File: config.mk
export PLATFORM = sky130hd
export DESIGN_NAME = atan2_polynomial_approx_flat
export DESIGN_NICKNAME = d
export VERILOG_FILES = /design/src/rtl/atan2pa_pkg.sv /design/src/rtl/atan2pa_in_if.sv /design/src/rtl/atan2pa_out_if.sv /design/src/rtl/atan2pa_prep.sv /design/src/rtl/atan2pa_div.sv /design/src/rtl/atan2pa_poly.sv /design/src/rtl/atan2_polynomial_approx.sv /design/src/flat_wrapper.sv
export SDC_FILE = /design/constraint.sdc
export NUM_CORES = 2
export LEC_CHECK = 0
export BUFFER_PORTS_ARGS = -buffer_cell sky130_fd_sc_hd__buf_2
export CAP_MARGIN = 10
export CORE_ASPECT_RATIO = 1.4
export CORE_UTILIZATION = 50
export DETAILED_ROUTE_END_ITERATION = 16
export GPL_TIMING_DRIVEN = 0
export PLACE_DENSITY = 0.74
export SYNTH_ARGS = -nofsm -noshare
export SYNTH_HDL_FRONTEND = slang
export SYNTH_SLANG_ARGS = --single-unit
File: constraint.sdc
create_clock -name clk_i -period 20.7 [get_ports clk_i]
set_input_delay 1.035 -clock clk_i [delete_from_list [all_inputs] [get_ports clk_i]]
set_output_delay 1.035 -clock clk_i [all_outputs]
set_load 0.02 [all_outputs]
File: src/rtl/atan2pa_pkg.sv
package atan2pa_pkg;

  localparam int unsigned INPUT_WIDTH     = 16;
  localparam int unsigned ANGLE_FRAC_BITS = 13;
  localparam int unsigned ANGLE_WIDTH     = ANGLE_FRAC_BITS + 3;

  // Q15 quotient of the smaller magnitude over the larger; 2^15 is reachable.
  localparam int unsigned Q_FRAC     = 15;
  localparam int unsigned QUO_WIDTH  = Q_FRAC + 1;

  localparam int unsigned COEF_LIN_WIDTH = 15;
  localparam int unsigned COEF_CUB_WIDTH = 13;
  localparam logic [COEF_LIN_WIDTH-1:0] COEF_LIN = 15'd31863;
  localparam logic [COEF_CUB_WIDTH-1:0] COEF_CUB = 13'd6290;

  localparam int unsigned SQ_PROD_WIDTH  = 2 * QUO_WIDTH;
  localparam int unsigned CUB_PROD_WIDTH = COEF_CUB_WIDTH + QUO_WIDTH;
  localparam int unsigned CUB_TERM_WIDTH = CUB_PROD_WIDTH - Q_FRAC;
  localparam int unsigned T_WIDTH        = COEF_LIN_WIDTH;
  localparam int unsigned AM_PROD_WIDTH  = T_WIDTH + QUO_WIDTH;
  localparam int unsigned AM_SHIFT       = 2 * Q_FRAC - ANGLE_FRAC_BITS;
  localparam int unsigned AM_WIDTH       = ANGLE_FRAC_BITS + 1;

  typedef logic signed [INPUT_WIDTH-1:0] coord_t;
  typedef logic        [INPUT_WIDTH-1:0] mag_t;
  typedef logic        [QUO_WIDTH-1:0]   quo_t;
  typedef logic        [T_WIDTH-1:0]     poly_t;
  typedef logic        [AM_WIDTH-1:0]    am_t;
  typedef logic signed [ANGLE_WIDTH-1:0] angle_t;

  // Pi in Q2.62, rounded to the output precision at elaboration.
  localparam logic [63:0] PI_Q62 = 64'hC90FDAA22168C235;
  localparam logic [63:0] PI_RND =
    (PI_Q62 + (64'd1 << (61 - ANGLE_FRAC_BITS))) >> (62 - ANGLE_FRAC_BITS);
  localparam logic [63:0] HALF_PI_RND =
    (PI_Q62 + (64'd1 << (62 - ANGLE_FRAC_BITS))) >> (63 - ANGLE_FRAC_BITS);
  localparam angle_t PI_Q      = angle_t'(PI_RND[ANGLE_WIDTH-1:0]);
  localparam angle_t HALF_PI_Q = angle_t'(HALF_PI_RND[ANGLE_WIDTH-1:0]);

  // Quadrant information that rides along with each word.
  typedef struct packed {
    logic xzero;
    logic yzero;
    logic xneg;
    logic yneg;
    logic xbig;
  } flags_t;

endpackage

File: src/rtl/atan2pa_in_if.sv
interface atan2pa_in_if;
  import atan2pa_pkg::*;

  logic   valid;
  logic   ready;
  coord_t x_coord;
  coord_t y_coord;

  modport source (output valid, output x_coord, output y_coord, input ready);
  modport sink   (input valid, input x_coord, input y_coord, output ready);
endinterface

File: src/rtl/atan2pa_out_if.sv
interface atan2pa_out_if;
  import atan2pa_pkg::*;

  logic   valid;
  logic   ready;
  angle_t angle;

  modport source (output valid, output angle, input ready);
  modport sink   (input valid, input angle, output ready);
endinterface

File: src/rtl/atan2pa_prep.sv
module atan2pa_prep (
  input  logic                clk_i,
  input  logic                rst_ni,
  input  logic                en_i,
  input  logic                valid_i,
  input  atan2pa_pkg::coord_t x_coord_i,
  input  atan2pa_pkg::coord_t y_coord_i,
  output logic                valid_o,
  output atan2pa_pkg::mag_t   num_o,
  output atan2pa_pkg::mag_t   den_o,
  output atan2pa_pkg::flags_t flags_o
);
  import atan2pa_pkg::*;

  logic   xneg, yneg;
  mag_t   xm, ym;
  logic   xbig;
  logic   valid_q;
  mag_t   num_q, den_q;
  flags_t flags_q, flags_d;

  // The most negative input negates to itself, which read unsigned is exact.
  assign xneg = x_coord_i[INPUT_WIDTH-1];
  assign yneg = y_coord_i[INPUT_WIDTH-1];
  assign xm   = xneg ? mag_t'(~x_coord_i + 1'b1) : mag_t'(x_coord_i);
  assign ym   = yneg ? mag_t'(~y_coord_i + 1'b1) : mag_t'(y_coord_i);
  assign xbig = xm > ym;

  always_comb begin
    flags_d.xzero = (xm == '0);
    flags_d.yzero = (ym == '0);
    flags_d.xneg  = xneg;
    flags_d.yneg  = yneg;
    flags_d.xbig  = xbig;
  end

  always_ff @(posedge clk_i or negedge rst_ni) begin
    if (!rst_ni) begin
      valid_q <= 1'b0;
    end else if (en_i) begin
      valid_q <= valid_i;
    end
  end

  always_ff @(posedge clk_i) begin
    if (en_i) begin
      num_q   <= xbig ? ym : xm;
      den_q   <= xbig ? xm : ym;
      flags_q <= flags_d;
    end
  end

  assign valid_o = valid_q;
  assign num_o   = num_q;
  assign den_o   = den_q;
  assign flags_o = flags_q;
endmodule

File: src/rtl/atan2pa_div.sv
module atan2pa_div (
  input  logic                clk_i,
  input  logic                rst_ni,
  input  logic                en_i,
  input  logic                valid_i,
  input  atan2pa_pkg::mag_t   num_i,
  input  atan2pa_pkg::mag_t   den_i,
  input  atan2pa_pkg::flags_t flags_i,
  output logic                valid_o,
  output atan2pa_pkg::quo_t   quo_o,
  output atan2pa_pkg::flags_t flags_o
);
  import atan2pa_pkg::*;

  localparam int unsigned NSTAGE = QUO_WIDTH;

  // Restoring division, one quotient bit per stage, MSB first.
  // The numerator never exceeds the denominator, so the first stage
  // compares without a shift and every remainder stays below den.
  logic   [NSTAGE-1:0] valid_q;
  quo_t                quo_q   [NSTAGE];
  flags_t              flags_q [NSTAGE];
  mag_t                rem_q   [NSTAGE-1];
  mag_t                den_q   [NSTAGE-1];

  for (genvar k = 0; k < NSTAGE; k++) begin : g_stage
    logic [INPUT_WIDTH:0] trial;
    logic [INPUT_WIDTH:0] diff;
    logic                 ge;
    mag_t                 den_in;
    quo_t                 quo_in;
    flags_t               flags_in;
    logic                 valid_in;

    if (k == 0) begin : g_first
      assign trial    = {1'b0, num_i};
      assign den_in   = den_i;
      assign quo_in   = '0;
      assign flags_in = flags_i;
      assign valid_in = valid_i;
    end else begin : g_next
      assign trial    = {rem_q[k-1], 1'b0};
      assign den_in   = den_q[k-1];
      assign quo_in   = quo_q[k-1];
      assign flags_in = flags_q[k-1];
      assign valid_in = valid_q[k-1];
    end

    assign ge   = trial >= {1'b0, den_in};
    assign diff = trial - {1'b0, den_in};

    always_ff @(posedge clk_i or negedge rst_ni) begin
      if (!rst_ni) begin
        valid_q[k] <= 1'b0;
      end else if (en_i) begin
        valid_q[k] <= valid_in;
      end
    end

    always_ff @(posedge clk_i) begin
      if (en_i) begin
        quo_q[k]   <= {quo_in[QUO_WIDTH-2:0], ge};
        flags_q[k] <= flags_in;
      end
    end

    if (k < NSTAGE - 1) begin : g_rem
      always_ff @(posedge clk_i) begin
        if (en_i) begin
          rem_q[k] <= ge ? diff[INPUT_WIDTH-1:0] : trial[INPUT_WIDTH-1:0];
          den_q[k] <= den_in;
        end
      end
    end
  end

  assign valid_o = valid_q[NSTAGE-1];
  assign quo_o   = quo_q[NSTAGE-1];
  assign flags_o = flags_q[NSTAGE-1];
endmodule

File: src/rtl/atan2pa_poly.sv
module atan2pa_poly (
  input  logic                clk_i,
  input  logic                rst_ni,
  input  logic                en_i,
  input  logic                valid_i,
  input  atan2pa_pkg::quo_t   az_i,
  input  atan2pa_pkg::flags_t flags_i,
  output logic                valid_o,
  output atan2pa_pkg::am_t    am_o,
  output atan2pa_pkg::flags_t flags_o
);
  import atan2pa_pkg::*;

  logic [SQ_PROD_WIDTH-1:0]  sq_prod;
  logic [CUB_PROD_WIDTH-1:0] cub_prod;
  logic [CUB_TERM_WIDTH-1:0] cub_term;
  logic [AM_PROD_WIDTH-1:0]  am_prod;

  logic [2:0] valid_q;
  quo_t       z2_q;
  quo_t       az1_q, az2_q;
  poly_t      t_q;
  am_t        am_q;
  flags_t     flags1_q, flags2_q, flags3_q;

  // Stage 1: z^2 in Q15.
  assign sq_prod  = SQ_PROD_WIDTH'(az_i) * SQ_PROD_WIDTH'(az_i);
  // Stage 2: t = N1 - N2*z^2, N2 taken by magnitude.
  assign cub_prod = CUB_PROD_WIDTH'(COEF_CUB) * CUB_PROD_WIDTH'(z2_q);
  assign cub_term = cub_prod[Q_FRAC +: CUB_TERM_WIDTH];
  // Stage 3: t*z scaled to the output fraction.
  assign am_prod  = AM_PROD_WIDTH'(t_q) * AM_PROD_WIDTH'(az2_q);

  always_ff @(posedge clk_i or negedge rst_ni) begin
    if (!rst_ni) begin
      valid_q <= '0;
    end else if (en_i) begin
      valid_q <= {valid_q[1:0], valid_i};
    end
  end

  always_ff @(posedge clk_i) begin
    if (en_i) begin
      z2_q     <= sq_prod[Q_FRAC +: QUO_WIDTH];
      az1_q    <= az_i;
      flags1_q <= flags_i;
      t_q      <= COEF_LIN - T_WIDTH'(cub_term);
      az2_q    <= az1_q;
      flags2_q <= flags1_q;
      am_q     <= am_prod[AM_SHIFT +: AM_WIDTH];
      flags3_q <= flags2_q;
    end
  end

  assign valid_o = valid_q[2];
  assign am_o    = am_q;
  assign flags_o = flags3_q;
endmodule

File: src/rtl/atan2_polynomial_approx.sv
// Channel  Dir  Payload                          Role
// in_i     in   x_coord, y_coord (signed 16)     coordinate pair
// out_o    out  angle (signed Q2.13 radians)     atan2(y, x)
//
// One word enters per cycle while no result word waits unread. Each word passes
// through one input stage, the 16-stage restoring divider, one quotient bit per
// stage, three multiply stages and the output stage.
// Reset clears only the valid bits of the stages.
// The whole pipeline advances together: when a result word waits unread,
// every stage holds and in_i.ready is low until that word is taken.
module atan2_polynomial_approx (
  input  logic  clk_i,
  input  logic  rst_ni,
  atan2pa_in_if.sink    in_i,
  atan2pa_out_if.source out_o
);
  import atan2pa_pkg::*;

  logic   en;
  logic   prep_valid, div_valid, poly_valid;
  mag_t   num, den;
  quo_t   quo;
  am_t    am;
  flags_t prep_flags, div_flags, poly_flags;

  logic   out_valid_q;
  angle_t angle_q, angle_d;
  angle_t am_ext, term, offset;
  logic   negate;

  assign en         = !out_valid_q || out_o.ready;
  assign in_i.ready = en;

  atan2pa_prep u_prep (
    .clk_i     (clk_i),
    .rst_ni    (rst_ni),
    .en_i      (en),
    .valid_i   (in_i.valid),
    .x_coord_i (in_i.x_coord),
    .y_coord_i (in_i.y_coord),
    .valid_o   (prep_valid),
    .num_o     (num),
    .den_o     (den),
    .flags_o   (prep_flags)
  );

  atan2pa_div u_div (
    .clk_i   (clk_i),
    .rst_ni  (rst_ni),
    .en_i    (en),
    .valid_i (prep_valid),
    .num_i   (num),
    .den_i   (den),
    .flags_i (prep_flags),
    .valid_o (div_valid),
    .quo_o   (quo),
    .flags_o (div_flags)
  );

  atan2pa_poly u_poly (
    .clk_i   (clk_i),
    .rst_ni  (rst_ni),
    .en_i    (en),
    .valid_i (div_valid),
    .az_i    (quo),
    .flags_i (div_flags),
    .valid_o (poly_valid),
    .am_o    (am),
    .flags_o (poly_flags)
  );

  // Quadrant fold. The atan term carries sign(x) xor sign(y); the steep
  // octants subtract it from the +-pi/2 offset.
  assign am_ext = angle_t'(am);

  always_comb begin
    if (poly_flags.xbig) begin
      negate = poly_flags.xneg ^ poly_flags.yneg;
      if (!poly_flags.xneg) begin
        offset = '0;
      end else if (!poly_flags.yneg) begin
        offset = PI_Q;
      end else begin
        offset = -PI_Q;
      end
    end else begin
      negate = !(poly_flags.xneg ^ poly_flags.yneg);
      offset = poly_flags.yneg ? -HALF_PI_Q : HALF_PI_Q;
    end
    term = negate ? -am_ext : am_ext;

    if (poly_flags.xzero) begin
      if (poly_flags.yzero) begin
        angle_d = '0;
      end else begin
        angle_d = poly_flags.yneg ? -HALF_PI_Q : HALF_PI_Q;
      end
    end else begin
      angle_d = offset + term;
    end
  end

  always_ff @(posedge clk_i or negedge rst_ni) begin
    if (!rst_ni) begin
      out_valid_q <= 1'b0;
    end else if (en) begin
      out_valid_q <= poly_valid;
    end
  end

  always_ff @(posedge clk_i) begin
    if (en) begin
      angle_q <= angle_d;
    end
  end

  assign out_o.valid = out_valid_q;
  assign out_o.angle = angle_q;
endmodule

File: src/flat_wrapper.sv
// flat-port wrapper written by rule: the top's interface ports become plain ports
module atan2_polynomial_approx_flat import atan2pa_pkg::*;
  (clk_i, rst_ni, in_i_valid, in_i_x_coord, in_i_y_coord, in_i_ready, out_o_valid, out_o_angle, out_o_ready);
  atan2pa_in_if in_i_i ();
  atan2pa_out_if out_o_i ();
  input  logic clk_i;
  input  logic rst_ni;
  input wire logic [$bits(in_i_i.valid)-1:0] in_i_valid;
  input wire logic [$bits(in_i_i.x_coord)-1:0] in_i_x_coord;
  input wire logic [$bits(in_i_i.y_coord)-1:0] in_i_y_coord;
  output wire logic [$bits(in_i_i.ready)-1:0] in_i_ready;
  output wire logic [$bits(out_o_i.valid)-1:0] out_o_valid;
  output wire logic [$bits(out_o_i.angle)-1:0] out_o_angle;
  input wire logic [$bits(out_o_i.ready)-1:0] out_o_ready;
  assign in_i_i.valid = in_i_valid;
  assign in_i_i.x_coord = in_i_x_coord;
  assign in_i_i.y_coord = in_i_y_coord;
  assign in_i_ready = in_i_i.ready;
  assign out_o_valid = out_o_i.valid;
  assign out_o_angle = out_o_i.angle;
  assign out_o_i.ready = out_o_ready;
  atan2_polynomial_approx u_core (.clk_i(clk_i), .rst_ni(rst_ni), .in_i(in_i_i), .out_o(out_o_i));
endmodule
==> flow_metrics.py <==
metrics = {
    "clocking": {
        "h-tree-depth": 3,
        "clk_path_buf_depth": 3,
        "cts_setup_buffers": 0,
        "path_clk_slew_ps": 70,
        "holdBufCountCts": 0,
        "insertion_delay_ps": 710,
        "cts_resized": 0,
        "cts_tree": "done",
        "cts.sinks": 862,
        "cts_root_buffer": "clkbuf_16",
        "numCtsBuffers": 85,
    },
    "sta": {
        "hold_viol": 0,
        "timing.slew.headroom_pct": 45.7,
        "slew_violations": 0,
        "setup_viol": 0,
        "timing.hold.ws_ps": 285,
        "period_share_pct": 37.4,
        "setup_tns_ps": 0,
        "rsz0062_at_grt": "false",
        "fin_crit_ps": 7740,
        "fin_worst_skew_ps": 59.0,
        "worst_pin_slew_ps": 805,
        "fmax_mhz": 129,
    },
    "synthesis": {
        "syn_area_mm2": 0.0590,
        "avgSynthCellArea_um2": 11.6,
        "synthCells": 5092,
        "syn-num-nets": 6078,
        "synth_ff_type": "edfxtp_1",
        "yosysSeqAreaShare_pct": 43.7,
        "synth_seq_cells": 862,
        "async_reset_ff_share_pct": 2.44,
        "synth_edf_count": 841,
        "yosysUniqueCellTypes": 75,
        "ys_warn_count": 0,
    },
    "floorplan": {
        "die_area_mm2": 0.119,
        "die_h_um": 408,
        "start_util_pct": 50.6,
        "die_w_um": 292,
        "ios": 54,
        "core_area_mm2": 0.117,
        "rows": 148,
    },
    "setup_path": {
        "critPathKind": "flip-flop to flip-flop",
        "crit_arrival_ps": 8150,
        "max_stage_delay_ps": 730,
        "cp_slowest_cell": "edfxtp_1",
        "path_common_cell": "fa_1",
        "rr_endpoint": "u_core.u_poly.z2_q[15]",
        "rrSetupSlack_ps": 12960,
        "rr_worst_depth": 22,
        "worstSetupEndpointType": "flip-flop",
        "r2r-start": "u_core.u_div.quo_q[7][22]",
        "cp.required_ps": 21110,
        "path_max_fanout": 10,
        "start_kind": "flip-flop",
        "crit_chain": "clkbuf_1 > nand2_1 > fa_1 > inv_1 > fa_1 > fa_1 > fa_1 > fa_1 > inv_1 > fa_1 > inv_1 > ha_1 > and3_1 > a221oi_2 > o31a_1 > a21oi_1 > or4b_1 > a31o_2 > o41a_1 > a21oi_2 > o21bai_1 > xnor2_1",
    },
    "detailed_routing": {
        "drt_iter0_markers": 1517,
        "vias": 36578,
        "wirelength_um": 113000,
        "viasPerCell": 5.37,
        "dr.pass1.iters": 5,
        "ant_nets": 0,
        "post_drt_wl_per_cell_um": 16.7,
        "post-route-drc-count": 0,
    },
    "placement": {
        "place_hpwl_um": 88500,
        "place.gp.congestion": 0.953,
        "port-buffer-count": 53,
    },
    "final_layout": {
        "nets": 6224,
        "final_cell_mix": "inv_1 (896), edfxtp_1 (841), ha_1 (566)",
        "area_growth_pct": 8.92,
        "fin_util_pct": 55.1,
        "drive_gt1_share_pct": 7.91,
        "layout_commonest_cell": "inv_1",
        "antenna_cells": 0,
    },
    "outcome": {
        "outcome": "finished, final reports clean",
    },
    "global_routing": {
        "grt.total_usage_pct": 19.3,
        "antenna_found_initial": 0,
        "grt_pass1_vias": 38666,
        "overflow": 0,
        "grt_start_max_net_pins": 150,
        "grt_pass1_wl_um": 186000,
    },
    "job": {
        "maxCapViolations": 0,
    },
    "min_path": {
        "hold_path_class": "input port to asynchronous set/reset pin",
    },
}
## cell type report
class / instances / area, um^2
plain buffers: 97 / 463
clock buffers: 95 / 2160
clock inverters: 63 / 785
fillers: 9491 / 52400
inverters: 897 / 3370
multi-input cells: 3236 / 29400
flip-flops and latches: 862 / 25800
well taps: 1500 / 1880
repair buffers: 59 / 430
## cell usage after synthesis, types with 16 or more instances
master      n  area (um^2)
xnor2_1   172         1510
o21a_1     38          285
o21ai_0   182          911
fa_1      384         7690
o211ai_1   19          143
nor3_1     70          350
a21oi_1   183          916
nand2_1   360         1350
mux2_2    150         1690
nor4_1     22          138
nand3_1    49          245
a21boi_0   31          233
nor2_1    188          706
nand2b_1   49          307
clkbuf_1   64          240
a21o_1     65          488
xor2_1    105          920
nor2b_1    55          344
inv_1     897         3370
o21bai_1   19          143
dfrtp_1    21          526
and3_1     22          138
nand4_1    62          388
o31ai_1    27          203
mux2i_1    52          521
ha_1      566         7080
edfxtp_1  841        25300
and2_1    191         1190
buf_2      16         80.1
a31oi_1    17          106
## metrics by stage
| stage | setup slack, ps | cells | instance area, um^2 |
|---|---|---|---|
| 2_1_floorplan | 1940 | 5092 | 59000 |
| 3_3_place_gp | -5860 | 6645 | 61100 |
| 3_5_place_dp | 13030 | 6651 | 61300 |
| 4_1_cts | 12970 | 6809 | 64300 |
| 5_1_grt | 12690 | 6809 | 64300 |
| 6_report | 12960 | 6809 | 64300 |
## how the worst max path moves through the flow
stage / startpoint / to
global route: u_core.u_div.quo_q[7][17] / u_core.u_poly.z2_q[15]
detailed placement: u_core.u_div.quo_q[7][17] / u_core.u_poly.z2_q[15]
global placement: out_o_ready / in_i_ready
floorplan: out_o_ready / u_core.out_o.angle[0]
finish: u_core.u_div.quo_q[7][22] / u_core.u_poly.z2_q[15]
CTS: u_core.u_div.quo_q[7][17] / u_core.u_poly.z2_q[15]
## routing by layer
layer  GRT usage [%]  wire [um]  share of wire [%]
met1            18.7      39500                 35
met2            38.4      63700                 56
met3            2.53       3810                3.4
met4            10.9       6450                5.7
met5               0          0                  0
## registers in the layout, summed over array words and instances, names as in the netlist, 5 cells and up
name,cells
u_core.u_div.den_q,240
u_core.u_div.rem_q,240
u_core.u_div.quo_q,136
u_core.u_div.flags_q,80
u_core.out_o.angle,16
u_core.u_poly.az1_q,16
u_core.u_poly.az2_q,16
u_core.u_poly.z2_q,16
u_core.u_prep.den_o,16
u_core.u_prep.num_o,16
u_core.u_div.g_stage.valid_in,15
u_core.u_poly.t_q,15
u_core.u_poly.am_o,14
u_core.u_poly.flags1_q,5
u_core.u_poly.flags2_q,5
u_core.u_poly.flags_o,5
u_core.u_prep.flags_o,5
## worst max-delay path, delay by kind of cell, from the launching register on
kind	cells	cell delay, ps
xor+xnor	1	130
flops	1	730
simple gates	3	930
compound gates	7	1550
fa+ha+maj	7	3410
buf+inv	4	690
## logic make-up (layout without fill, tap and decap cells)
group	Yosys count	after routing	synth area share (%)
compound gates	695	695	7.56
simple gates	1106	1106	9.22
fa+ha+maj	950	950	25.0
mux	208	208	3.90
buf+inv	994	1211	6.49
flops	862	862	43.7
xor+xnor	277	277	4.11
Power is left out: the tool's default activity adds up to more than one toggle a clock period on the data nets, which glitch-free logic cannot reach.
